===== src/rtl/spifcs_pkg.sv =====
`default_nettype none

package spifcs_pkg;

	// defaults for the top-level parameters
	localparam int DEF_ADDRESS_BITS = 24;
	localparam int DEF_PAGE_BYTES   = 256;
	localparam int DEF_QUEUE_DEPTH  = 4;

	// fixed field widths
	localparam int OP_BITS      = 3;
	localparam int IN_ADDR_BITS = 24;
	localparam int BYTE_BITS    = 8;
	localparam int SEQ_IDX_BITS = 3;

	// host operation codes
	localparam logic [OP_BITS-1:0] OP_READ_START = 3'd0;
	localparam logic [OP_BITS-1:0] OP_READ_BYTE  = 3'd1;
	localparam logic [OP_BITS-1:0] OP_PROG_START = 3'd2;
	localparam logic [OP_BITS-1:0] OP_PROG_BYTE  = 3'd3;
	localparam logic [OP_BITS-1:0] OP_ERASE      = 3'd4;
	localparam logic [OP_BITS-1:0] OP_STATUS     = 3'd5;

	// flash command bytes
	localparam logic [BYTE_BITS-1:0] CMD_WREN  = 8'h06;
	localparam logic [BYTE_BITS-1:0] CMD_RDSR  = 8'h05;
	localparam logic [BYTE_BITS-1:0] CMD_READ  = 8'h03;
	localparam logic [BYTE_BITS-1:0] CMD_PP    = 8'h02;
	localparam logic [BYTE_BITS-1:0] CMD_SE    = 8'hd8;
	localparam logic [BYTE_BITS-1:0] DUMMY     = 8'h00;
	localparam int                   WIP_INDEX = 0;

	// work handed from the front end to the byte sequencer
	typedef enum logic [3:0] {
		K_READ_START = 4'd0,
		K_READ_BYTE  = 4'd1,
		K_PROG_START = 4'd2,
		K_PROG_MID   = 4'd3,
		K_PROG_END   = 4'd4,
		K_ERASE      = 4'd5,
		K_POLL       = 4'd6,
		K_DONE       = 4'd7,
		K_ERROR      = 4'd8
	} job_kind_t;

	typedef struct packed {
		job_kind_t                 kind;
		logic [IN_ADDR_BITS-1:0]   addr;
		logic [BYTE_BITS-1:0]      data;
		logic                      fin;
	} job_t;

	typedef struct packed {
		logic [BYTE_BITS-1:0] spi_byte;
		logic                 release_after;
		logic                 capture_read;
		logic                 no_transfer;
		logic                 op_done;
		logic                 order_error;
		logic                 last;
	} res_t;

	// index of the final result of each job kind
	function automatic logic [SEQ_IDX_BITS-1:0] job_last_idx(input job_kind_t kind);
		logic [SEQ_IDX_BITS-1:0] n;
		case (kind)
			K_READ_START: n = 3'd3;
			K_PROG_START: n = 3'd4;
			K_PROG_END:   n = 3'd2;
			K_ERASE:      n = 3'd6;
			K_POLL:       n = 3'd1;
			default:      n = 3'd0;
		endcase
		return n;
	endfunction

	// result number idx of a job
	function automatic res_t job_result(input job_t j, input logic [SEQ_IDX_BITS-1:0] idx);
		res_t r;
		r = '0;
		r.last = (idx == job_last_idx(j.kind));
		case (j.kind)
			K_READ_START: begin
				case (idx)
					3'd0:    r.spi_byte = CMD_READ;
					3'd1:    r.spi_byte = j.addr[23:16];
					3'd2:    r.spi_byte = j.addr[15:8];
					default: r.spi_byte = j.addr[7:0];
				endcase
			end
			K_READ_BYTE: begin
				r.spi_byte      = DUMMY;
				r.release_after = j.fin;
				r.capture_read  = 1'b1;
			end
			K_PROG_START: begin
				case (idx)
					3'd0: begin
						r.spi_byte      = CMD_WREN;
						r.release_after = 1'b1;
					end
					3'd1:    r.spi_byte = CMD_PP;
					3'd2:    r.spi_byte = j.addr[23:16];
					3'd3:    r.spi_byte = j.addr[15:8];
					default: r.spi_byte = j.addr[7:0];
				endcase
			end
			K_PROG_MID: begin
				r.spi_byte = j.data;
			end
			K_PROG_END: begin
				case (idx)
					3'd0: begin
						r.spi_byte      = j.data;
						r.release_after = 1'b1;
					end
					3'd1:    r.spi_byte = CMD_RDSR;
					default: begin
						r.spi_byte      = DUMMY;
						r.release_after = 1'b1;
					end
				endcase
			end
			K_ERASE: begin
				case (idx)
					3'd0: begin
						r.spi_byte      = CMD_WREN;
						r.release_after = 1'b1;
					end
					3'd1: r.spi_byte = CMD_SE;
					3'd2: r.spi_byte = j.addr[23:16];
					3'd3: r.spi_byte = j.addr[15:8];
					3'd4: begin
						r.spi_byte      = j.addr[7:0];
						r.release_after = 1'b1;
					end
					3'd5:    r.spi_byte = CMD_RDSR;
					default: begin
						r.spi_byte      = DUMMY;
						r.release_after = 1'b1;
					end
				endcase
			end
			K_POLL: begin
				case (idx)
					3'd0:    r.spi_byte = CMD_RDSR;
					default: begin
						r.spi_byte      = DUMMY;
						r.release_after = 1'b1;
					end
				endcase
			end
			K_DONE: begin
				r.no_transfer = 1'b1;
				r.op_done     = 1'b1;
			end
			default: begin
				r.no_transfer = 1'b1;
				r.order_error = 1'b1;
			end
		endcase
		return r;
	endfunction

endpackage

`default_nettype wire


===== src/rtl/spi_flash_command_sequencer.sv =====
// Serial NOR flash command sequencer. Each host item (read start, read byte, program
// start, program byte, sector erase, status reply) is accepted whenever the job
// queue has room, classified against the current mode and turned into one job; the
// byte sequencer behind the queue then emits that job's results at one per cycle
// while out_stall is low. An item has 1 to 7 results (e.g. 7 for an erase, 1 for a
// data byte). An accepted item is first written into the queue; with the sequencer
// free, its first result is then registered into the output register. The queue
// holds QUEUE_DEPTH jobs, so a burst of items is taken while earlier results still
// drain. Addresses wrap at 2^ADDRESS_BITS and only the low 24 bits are sent.
// PAGE_BYTES must be a power of two; chip select is released after each page
// and the status register polled until the write-in-progress bit clears.
`default_nettype none

module spi_flash_command_sequencer import spifcs_pkg::*; #(
	parameter int ADDRESS_BITS = DEF_ADDRESS_BITS,
	parameter int PAGE_BYTES   = DEF_PAGE_BYTES,
	parameter int QUEUE_DEPTH  = DEF_QUEUE_DEPTH
) (
	input  wire logic                    clk,
	input  wire logic                    arst_n,
	input  wire logic                    in_valid,
	output logic                         in_stall,
	input  wire logic [OP_BITS-1:0]      operation,
	input  wire logic [IN_ADDR_BITS-1:0] address,
	input  wire logic [BYTE_BITS-1:0]    data_byte,
	input  wire logic                    final_byte,
	output logic                         out_valid,
	input  wire logic                    out_stall,
	output logic [BYTE_BITS-1:0]         spi_byte,
	output logic                         release_after,
	output logic                         capture_read,
	output logic                         no_transfer,
	output logic                         op_done,
	output logic                         order_error,
	output logic                         last
);

	logic push;
	job_t push_job;
	logic queue_full;
	logic pop;
	logic head_valid;
	job_t head_job;
	res_t result;

	// mode tracking and item classification
	spifcs_front #(
		.ADDRESS_BITS (ADDRESS_BITS),
		.PAGE_BYTES   (PAGE_BYTES)
	) u_front (
		.clk        (clk),
		.arst_n     (arst_n),
		.in_valid   (in_valid),
		.in_stall   (in_stall),
		.operation  (operation),
		.address    (address),
		.data_byte  (data_byte),
		.final_byte (final_byte),
		.queue_full (queue_full),
		.push       (push),
		.job        (push_job)
	);

	// jobs waiting for the sequencer
	spifcs_queue #(
		.DEPTH (QUEUE_DEPTH)
	) u_queue (
		.clk        (clk),
		.arst_n     (arst_n),
		.push       (push),
		.push_job   (push_job),
		.full       (queue_full),
		.pop        (pop),
		.head_valid (head_valid),
		.head_job   (head_job)
	);

	// bus byte sequencer
	spifcs_back u_back (
		.clk        (clk),
		.arst_n     (arst_n),
		.head_valid (head_valid),
		.head_job   (head_job),
		.pop        (pop),
		.out_valid  (out_valid),
		.out_stall  (out_stall),
		.result     (result)
	);

	assign spi_byte      = result.spi_byte;
	assign release_after = result.release_after;
	assign capture_read  = result.capture_read;
	assign no_transfer   = result.no_transfer;
	assign op_done       = result.op_done;
	assign order_error   = result.order_error;
	assign last          = result.last;

	// status-only results carry no bus byte
	a_status_only_clean: assert property (@(posedge clk) disable iff (!arst_n)
		out_valid && no_transfer |-> spi_byte == '0 && !release_after && !capture_read && last)
		else $error("status-only result carries bus fields");

	// done and order error never come together
	a_done_vs_error: assert property (@(posedge clk) disable iff (!arst_n)
		out_valid |-> !(op_done && order_error))
		else $error("done and order error in one result");

	// read data capture only on a real bus byte that is the item's only result
	a_capture_single: assert property (@(posedge clk) disable iff (!arst_n)
		out_valid && capture_read |-> !no_transfer && last && spi_byte == '0)
		else $error("malformed read byte result");

endmodule

`default_nettype wire


===== src/rtl/spifcs_front.sv =====
`default_nettype none

module spifcs_front import spifcs_pkg::*; #(
	parameter int ADDRESS_BITS = DEF_ADDRESS_BITS,
	parameter int PAGE_BYTES   = DEF_PAGE_BYTES
) (
	input  wire logic                    clk,
	input  wire logic                    arst_n,
	input  wire logic                    in_valid,
	output logic                         in_stall,
	input  wire logic [OP_BITS-1:0]      operation,
	input  wire logic [IN_ADDR_BITS-1:0] address,
	input  wire logic [BYTE_BITS-1:0]    data_byte,
	input  wire logic                    final_byte,
	input  wire logic                    queue_full,
	output logic                         push,
	output job_t                         job
);

	localparam int PAGE_BITS = $clog2(PAGE_BYTES);

	typedef enum logic [3:0] {
		M_IDLE = 4'b0001,
		M_READ = 4'b0010,
		M_PROG = 4'b0100,
		M_POLL = 4'b1000
	} mode_t;

	mode_t                   mode_q, mode_d;
	logic [ADDRESS_BITS-1:0] cur_addr_q, cur_addr_d;
	logic                    restart_q, restart_d;
	logic [ADDRESS_BITS-1:0] new_addr;
	logic [ADDRESS_BITS-1:0] next_addr;
	logic                    boundary;

	// accept whenever the queue has room
	assign in_stall = queue_full;
	assign push     = in_valid && !queue_full;

	assign new_addr  = ADDRESS_BITS'(address);
	assign next_addr = cur_addr_q + ADDRESS_BITS'(1);
	assign boundary  = (next_addr[PAGE_BITS-1:0] == '0);

	// classify the item against the current mode
	always_comb begin
		mode_d     = mode_q;
		cur_addr_d = cur_addr_q;
		restart_d  = restart_q;
		job.kind   = K_ERROR;
		job.addr   = IN_ADDR_BITS'(cur_addr_q);
		job.data   = data_byte;
		job.fin    = final_byte;
		case (operation)
			OP_READ_START: begin
				if (mode_q == M_IDLE) begin
					job.kind   = K_READ_START;
					job.addr   = IN_ADDR_BITS'(new_addr);
					cur_addr_d = new_addr;
					mode_d     = M_READ;
				end
			end
			OP_READ_BYTE: begin
				if (mode_q == M_READ) begin
					job.kind = K_READ_BYTE;
					if (final_byte) begin
						mode_d = M_IDLE;
					end
				end
			end
			OP_PROG_START: begin
				if (mode_q == M_IDLE) begin
					job.kind   = K_PROG_START;
					job.addr   = IN_ADDR_BITS'(new_addr);
					cur_addr_d = new_addr;
					mode_d     = M_PROG;
					restart_d  = 1'b0;
				end
			end
			OP_PROG_BYTE: begin
				if (mode_q == M_PROG) begin
					cur_addr_d = next_addr;
					if (final_byte || boundary) begin
						job.kind  = K_PROG_END;
						mode_d    = M_POLL;
						restart_d = !final_byte;
					end else begin
						job.kind = K_PROG_MID;
					end
				end
			end
			OP_ERASE: begin
				if (mode_q == M_IDLE) begin
					job.kind   = K_ERASE;
					job.addr   = IN_ADDR_BITS'(new_addr);
					cur_addr_d = new_addr;
					mode_d     = M_POLL;
					restart_d  = 1'b0;
				end
			end
			OP_STATUS: begin
				if (mode_q == M_POLL) begin
					if (data_byte[WIP_INDEX]) begin
						job.kind = K_POLL;
					end else if (restart_q) begin
						// resume programming at the next page
						job.kind  = K_PROG_START;
						mode_d    = M_PROG;
						restart_d = 1'b0;
					end else begin
						job.kind = K_DONE;
						mode_d   = M_IDLE;
					end
				end
			end
			default: begin
				job.kind = K_ERROR;
			end
		endcase
	end

	// state update on each accepted item
	always_ff @(posedge clk or negedge arst_n) begin
		if (!arst_n) begin
			mode_q     <= M_IDLE;
			cur_addr_q <= '0;
			restart_q  <= 1'b0;
		end else if (push) begin
			mode_q     <= mode_d;
			cur_addr_q <= cur_addr_d;
			restart_q  <= restart_d;
		end
	end

endmodule

`default_nettype wire


===== src/rtl/spifcs_queue.sv =====
`default_nettype none

module spifcs_queue import spifcs_pkg::*; #(
	parameter int DEPTH = DEF_QUEUE_DEPTH
) (
	input  wire logic clk,
	input  wire logic arst_n,
	input  wire logic push,
	input  job_t      push_job,
	output logic      full,
	input  wire logic pop,
	output logic      head_valid,
	output job_t      head_job
);

	localparam int PTR_BITS = $clog2(DEPTH);
	localparam int CNT_BITS = $clog2(DEPTH + 1);

	job_t                slot_q [DEPTH];
	logic [PTR_BITS-1:0] wr_ptr_q;
	logic [PTR_BITS-1:0] rd_ptr_q;
	logic [CNT_BITS-1:0] count_q;
	logic                do_push;
	logic                do_pop;

	assign full       = (count_q == CNT_BITS'(DEPTH));
	assign head_valid = (count_q != '0);
	assign head_job   = slot_q[rd_ptr_q];
	assign do_push    = push && !full;
	assign do_pop     = pop && head_valid;

	// job storage
	always_ff @(posedge clk) begin
		if (do_push) begin
			slot_q[wr_ptr_q] <= push_job;
		end
	end

	// pointers and fill count
	always_ff @(posedge clk or negedge arst_n) begin
		if (!arst_n) begin
			wr_ptr_q <= '0;
			rd_ptr_q <= '0;
			count_q  <= '0;
		end else begin
			if (do_push) begin
				wr_ptr_q <= (wr_ptr_q == PTR_BITS'(DEPTH - 1)) ? '0
					: wr_ptr_q + PTR_BITS'(1);
			end
			if (do_pop) begin
				rd_ptr_q <= (rd_ptr_q == PTR_BITS'(DEPTH - 1)) ? '0
					: rd_ptr_q + PTR_BITS'(1);
			end
			if (do_push && !do_pop) begin
				count_q <= count_q + CNT_BITS'(1);
			end else if (do_pop && !do_push) begin
				count_q <= count_q - CNT_BITS'(1);
			end
		end
	end

endmodule

`default_nettype wire


===== src/rtl/spifcs_back.sv =====
`default_nettype none

module spifcs_back import spifcs_pkg::*; (
	input  wire logic clk,
	input  wire logic arst_n,
	input  wire logic head_valid,
	input  job_t      head_job,
	output logic      pop,
	output logic      out_valid,
	input  wire logic out_stall,
	output res_t      result
);

	logic [SEQ_IDX_BITS-1:0] idx_q;
	logic                    out_valid_q;
	res_t                    out_q;
	res_t                    res;
	logic                    load;

	// one result of the head job per cycle into the output register while the output is not stalled
	assign res       = job_result(head_job, idx_q);
	assign load      = head_valid && (!out_valid_q || !out_stall);
	assign pop       = load && res.last;
	assign out_valid = out_valid_q;
	assign result    = out_q;

	always_ff @(posedge clk or negedge arst_n) begin
		if (!arst_n) begin
			idx_q       <= '0;
			out_valid_q <= 1'b0;
		end else begin
			if (load) begin
				out_valid_q <= 1'b1;
				idx_q       <= res.last ? '0 : idx_q + SEQ_IDX_BITS'(1);
			end else if (!out_stall) begin
				out_valid_q <= 1'b0;
			end
		end
	end

	// result payload
	always_ff @(posedge clk) begin
		if (load) begin
			out_q <= res;
		end
	end

endmodule

`default_nettype wire

===== config.mk =====
export PLATFORM = sky130hd
export DESIGN_NAME = spi_flash_command_sequencer
export DESIGN_NICKNAME = d
export VERILOG_FILES = /design/src/rtl/spifcs_pkg.sv /design/src/rtl/spi_flash_command_sequencer.sv /design/src/rtl/spifcs_front.sv /design/src/rtl/spifcs_queue.sv /design/src/rtl/spifcs_back.sv
export SDC_FILE = /design/constraint.sdc
export NUM_CORES = 1
export LEC_CHECK = 0
export BUFFER_PORTS_ARGS = -buffer_cell sky130_fd_sc_hd__buf_4
export CORE_ASPECT_RATIO = 2
export CORE_MARGIN = 2
export CORE_UTILIZATION = 50
export CTS_CLUSTER_SIZE = 14
export DETAILED_ROUTE_END_ITERATION = 10
export PLACE_DENSITY = 0.68
export RECOVER_POWER = 25
export SETUP_SLACK_MARGIN = 0.05
export SKIP_LAST_GASP = 1
export SLEW_MARGIN = 5
export SYNTH_ARGS = -nofsm -noshare
export SYNTH_HDL_FRONTEND = slang
export SYNTH_SLANG_ARGS = --single-unit

===== constraint.sdc =====
create_clock -name clk -period 4.65 [get_ports clk]
set_clock_uncertainty 0.15 [all_clocks]
set_input_delay 0.2325 -clock clk [delete_from_list [all_inputs] [get_ports clk]]
set_output_delay 0.2325 -clock clk [all_outputs]
set_load 0.1 [all_outputs]

==> impl_results.md <==
- Status: complete, but fails checks
- Failing checks: capacitance limit, slew limit
- Avg WL per Cell: 19.88 um
- Psw: 0.002929 W
- GRT Total Usage: 0.2219
- Buffers on Ports: 55
- CP max stage cell: or4b_1
- Setup_tns: 0 ns
- Final setup fails: 0
- Max Freq: 0.2477 GHz
- Critical Path End Type: flop
- Post-DP HPWL: 14.90 mm
- Period minus WS final: 4.038 ns
- DRT Wirelength: 21.77 mm
- Routed vias/inst: 5.843
- Leak Pwr: 3.924 nW
- Pint: 0.004471 W
- Hold-fix buffers, CTS: 35
- Kind of critical path: flop to flop
- TritonCTS clock tree: yes
- Ant diodes: 0
- Hold crit path type: primary input to flop
- Worst flop-to-flop path startpoint: u_queue.rd_ptr_q[0]
- Crit path DAT: 4.26 ns
- Initial antenna violation count: 0
- Hold Crit Start: operation[2]
- Clk buf depth: 3
- Max-Cap Viols: 1
- Critical path fanouts, max: 11
- Crit path cell chain: mux4_1, or4b_1, o21ai_4, xnor2_2, nor3_4, inv_1, ha_1, inv_1, fa_1, mux2_2
- Cell Pwr Density: 671.9 nW/um^2
- Most used cell, CP: inv_1
- Routability congestion estimate: 0.9074
- Tcrit/Tclk final: 0.8683
- Clk sinks: 202
- First-pass GRT wire length: 34.64 mm
- Commonest register cell after synthesis: edfxtp_1
- Die area: 20290 um^2
- Post-CTS Setup Repair Bufs: 0
- Max stage delay on crit path: 0.79 ns
- Pin count of the biggest net entering global routing: 41
- Unrepaired setup endpoints after global routing: false
- EDFF count, synth: 162
- Worst-skew pair later-pin latency: 0.50 ns
- DIE HEIGHT: 199.5 um
- Overall die width: 101.7 um
- Num CTS Buffers: 19
- Final Slew Violations: 41
- Final Non-Filler Cells: 1095
- Reg power frac: 0.411
- Synth Instances: 743
- Hold Vio Cnt, Final: 0
- Syn avg cell area: 12.86 um^2
- Commonest non-fill, non-tap cell in the layout: edfxtp_1
- ANT nets after route: 0
- GRT overflow: 0
- Vias post-DR: 6398
- Synth cell types: 68
- Area growth syn-to-layout: 15.31%
- Clock slew at reported path FFs: 0.06 ns
- Maximum VDD drop: 378.1 uV
- Gates resized, CTS repair: 0
- Fraction of registers with async set/reset: 0.1980
- Worst setup path startpoint: u_queue.rd_ptr_q[0]
- Initial DRC count: 383
- Final net count: 880
- Number of global-route vias before repair: 6696
- CP delay by family, top: multiplexers
- Clock tree root buffer cell: clkbuf_16
- Register area share after synthesis: 0.6142
- Yosys warnings: 0
- Kind of start point of the critical path: flop
- DRT Pass-1 Iters: 5
- R2R Setup Slk: 0.61 ns
- Remaining DRCs: 0
- CORE AREA: 18740 um^2
- Most frequent cells in the layout: 162 x edfxtp_1, 130 x nand2_1, 58 x a21oi_1
- Seq cells post-synth: 202
- Num rows: 71
- Mapped Nets: 796
- Sw frac: 0.3958
- I/O Pins: 56
- Combinational share of power: 0.401
- Post-Syn Area: 9552 um^2
- Power share of the clock group: 0.189
- Required @ worst endpoint: 4.87 ns
- CP bufs+invs: 2
- Worst Tran Pin Value: 2.430 ns
- Layout cell share with drive strength beyond 1: 0.1440
- Initial core utilization: 0.5096
- Cells after DPL: 1026
- Rel. slew slack: -0.6203
- CTS H-tree lvls: 1
-- synth_stat cells (6+ instances only) --
cell type	instances	share of area
edfxtp_1	162	0.51
nand2_1	130	0.051
a21oi_1	59	0.031
dfrtp_1	39	0.10
o21ai_0	39	0.020
mux4_2	36	0.085
clkbuf_1	32	0.013
nor2_1	32	0.013
nor2b_1	14	0.0092
nand3_1	13	0.0068
ha_1	12	0.016
inv_1	12	0.0047
a22oi_1	10	0.0079
a31oi_1	10	0.0065
a211oi_1	8	0.0063
o22ai_1	8	0.0052
a22o_1	7	0.0064
a2bb2oi_1	6	0.0055
mux2i_1	6	0.0063
nand2b_1	6	0.0039
-- worst register-to-register path: stages (launching register included) --
cell,delay [ns]
dfrtp_1,0.66
mux4_1,0.77
or4b_1,0.79
o21ai_4,0.16
xnor2_2,0.11
nor3_4,0.23
inv_1,0.08
ha_1,0.23
inv_1,0.08
fa_1,0.41
mux2_2,0.27
-- layout make-up --
type / instances / area (um^2)
flip-flops and latches: 202 / 5867
multi-input cells: 486 / 3458
inverters: 14 / 52.55
clock buffers: 28 / 509.2
repair buffers: 104 / 774.5
clock inverters: 6 / 33.78
well taps: 255 / 319.1
fillers: 1501 / 7730
-- registers in the layout (all words and copies together) (netlist names) --
register and flops:
u_front.cur_addr_q 24, u_queue.rd_ptr_q 2, u_queue.slot_q 148, u_front.mode_q 4, u_queue.wr_ptr_q 2, u_back.result 14, u_back.out_valid 1, u_queue.count_q 3
u_front.restart_q 1, u_back.idx_q 3
-- worst paths after layout --
kind                                          endpoint  cells past startpoint
worst max-delay path                u_queue.count_q[1]                     10
max in group asynchronous           u_queue.count_q[0]                      2
worst min register to register      u_queue.count_q[2]                      1
min in group asynchronous       u_front.cur_addr_q[14]                      2
worst max register to register      u_queue.count_q[1]                     10
worst min-delay path                 u_front.mode_q[0]                      3
-- metal layers --
metal | vias to the layer above | routed length (um) | global-route usage
met1 | 3182 | 8257 | 0.2543
li1 | 3004 | - | -
met4 | 0 | 563 | 0.08308
met5 | - | 0 | 0
met3 | 37 | 771 | 0.02204
met2 | 175 | 12180 | 0.4164
-- kinds of logic (layout without fill, tap and decap cells) --
logic type / count (synthesis) / in the layout / share of synthesized area
fa+ha+maj: 13 / 13 / 0.01781
xor+xnor: 5 / 5 / 0.005372
simple gates: 242 / 242 / 0.1182
buf+inv: 55 / 152 / 0.02450
mux: 50 / 50 / 0.1022
compound gates: 176 / 176 / 0.1178
flops: 202 / 202 / 0.6142
-- through the flow --
| step | power, W | instance area, um^2 | util | setup slack, ns | hold slack, ns |
|---|---|---|---|---|---|
| 5_1_grt | 0.007807 | 11010 | 0.5876 | 0.3527 | 0.09604 |
| 3_3_place_gp | 0.005969 | 10220 | 0.5450 | 0.8656 | 0.1171 |
| 3_5_place_dp | 0.006084 | 10220 | 0.5450 | 0.7719 | 0.1108 |
| 4_1_cts | 0.007518 | 11110 | 0.5927 | 0.7664 | 0.05454 |
| 2_1_floorplan | 0.005272 | 9552 | - | 0.2972 | -0.2131 |
| 6_report | 0.007401 | 11010 | 0.5876 | 0.6122 | 0.06680 |
-- power by group through the flow --
stage / clock network [W] / logic, W / registers (W)
6_report: 0.00140 / 0.00296 / 0.00304
4_1_cts: 0.00144 / 0.00305 / 0.00304
5_1_grt: 0.00150 / 0.00321 / 0.00310
3_3_place_gp: 0 / 0.00294 / 0.00303
3_5_place_dp: 0 / 0.00301 / 0.00307
2_1_floorplan: 0 / 0.00190 / 0.00337
No activity file was read; power rests on OpenSTA's default activity.
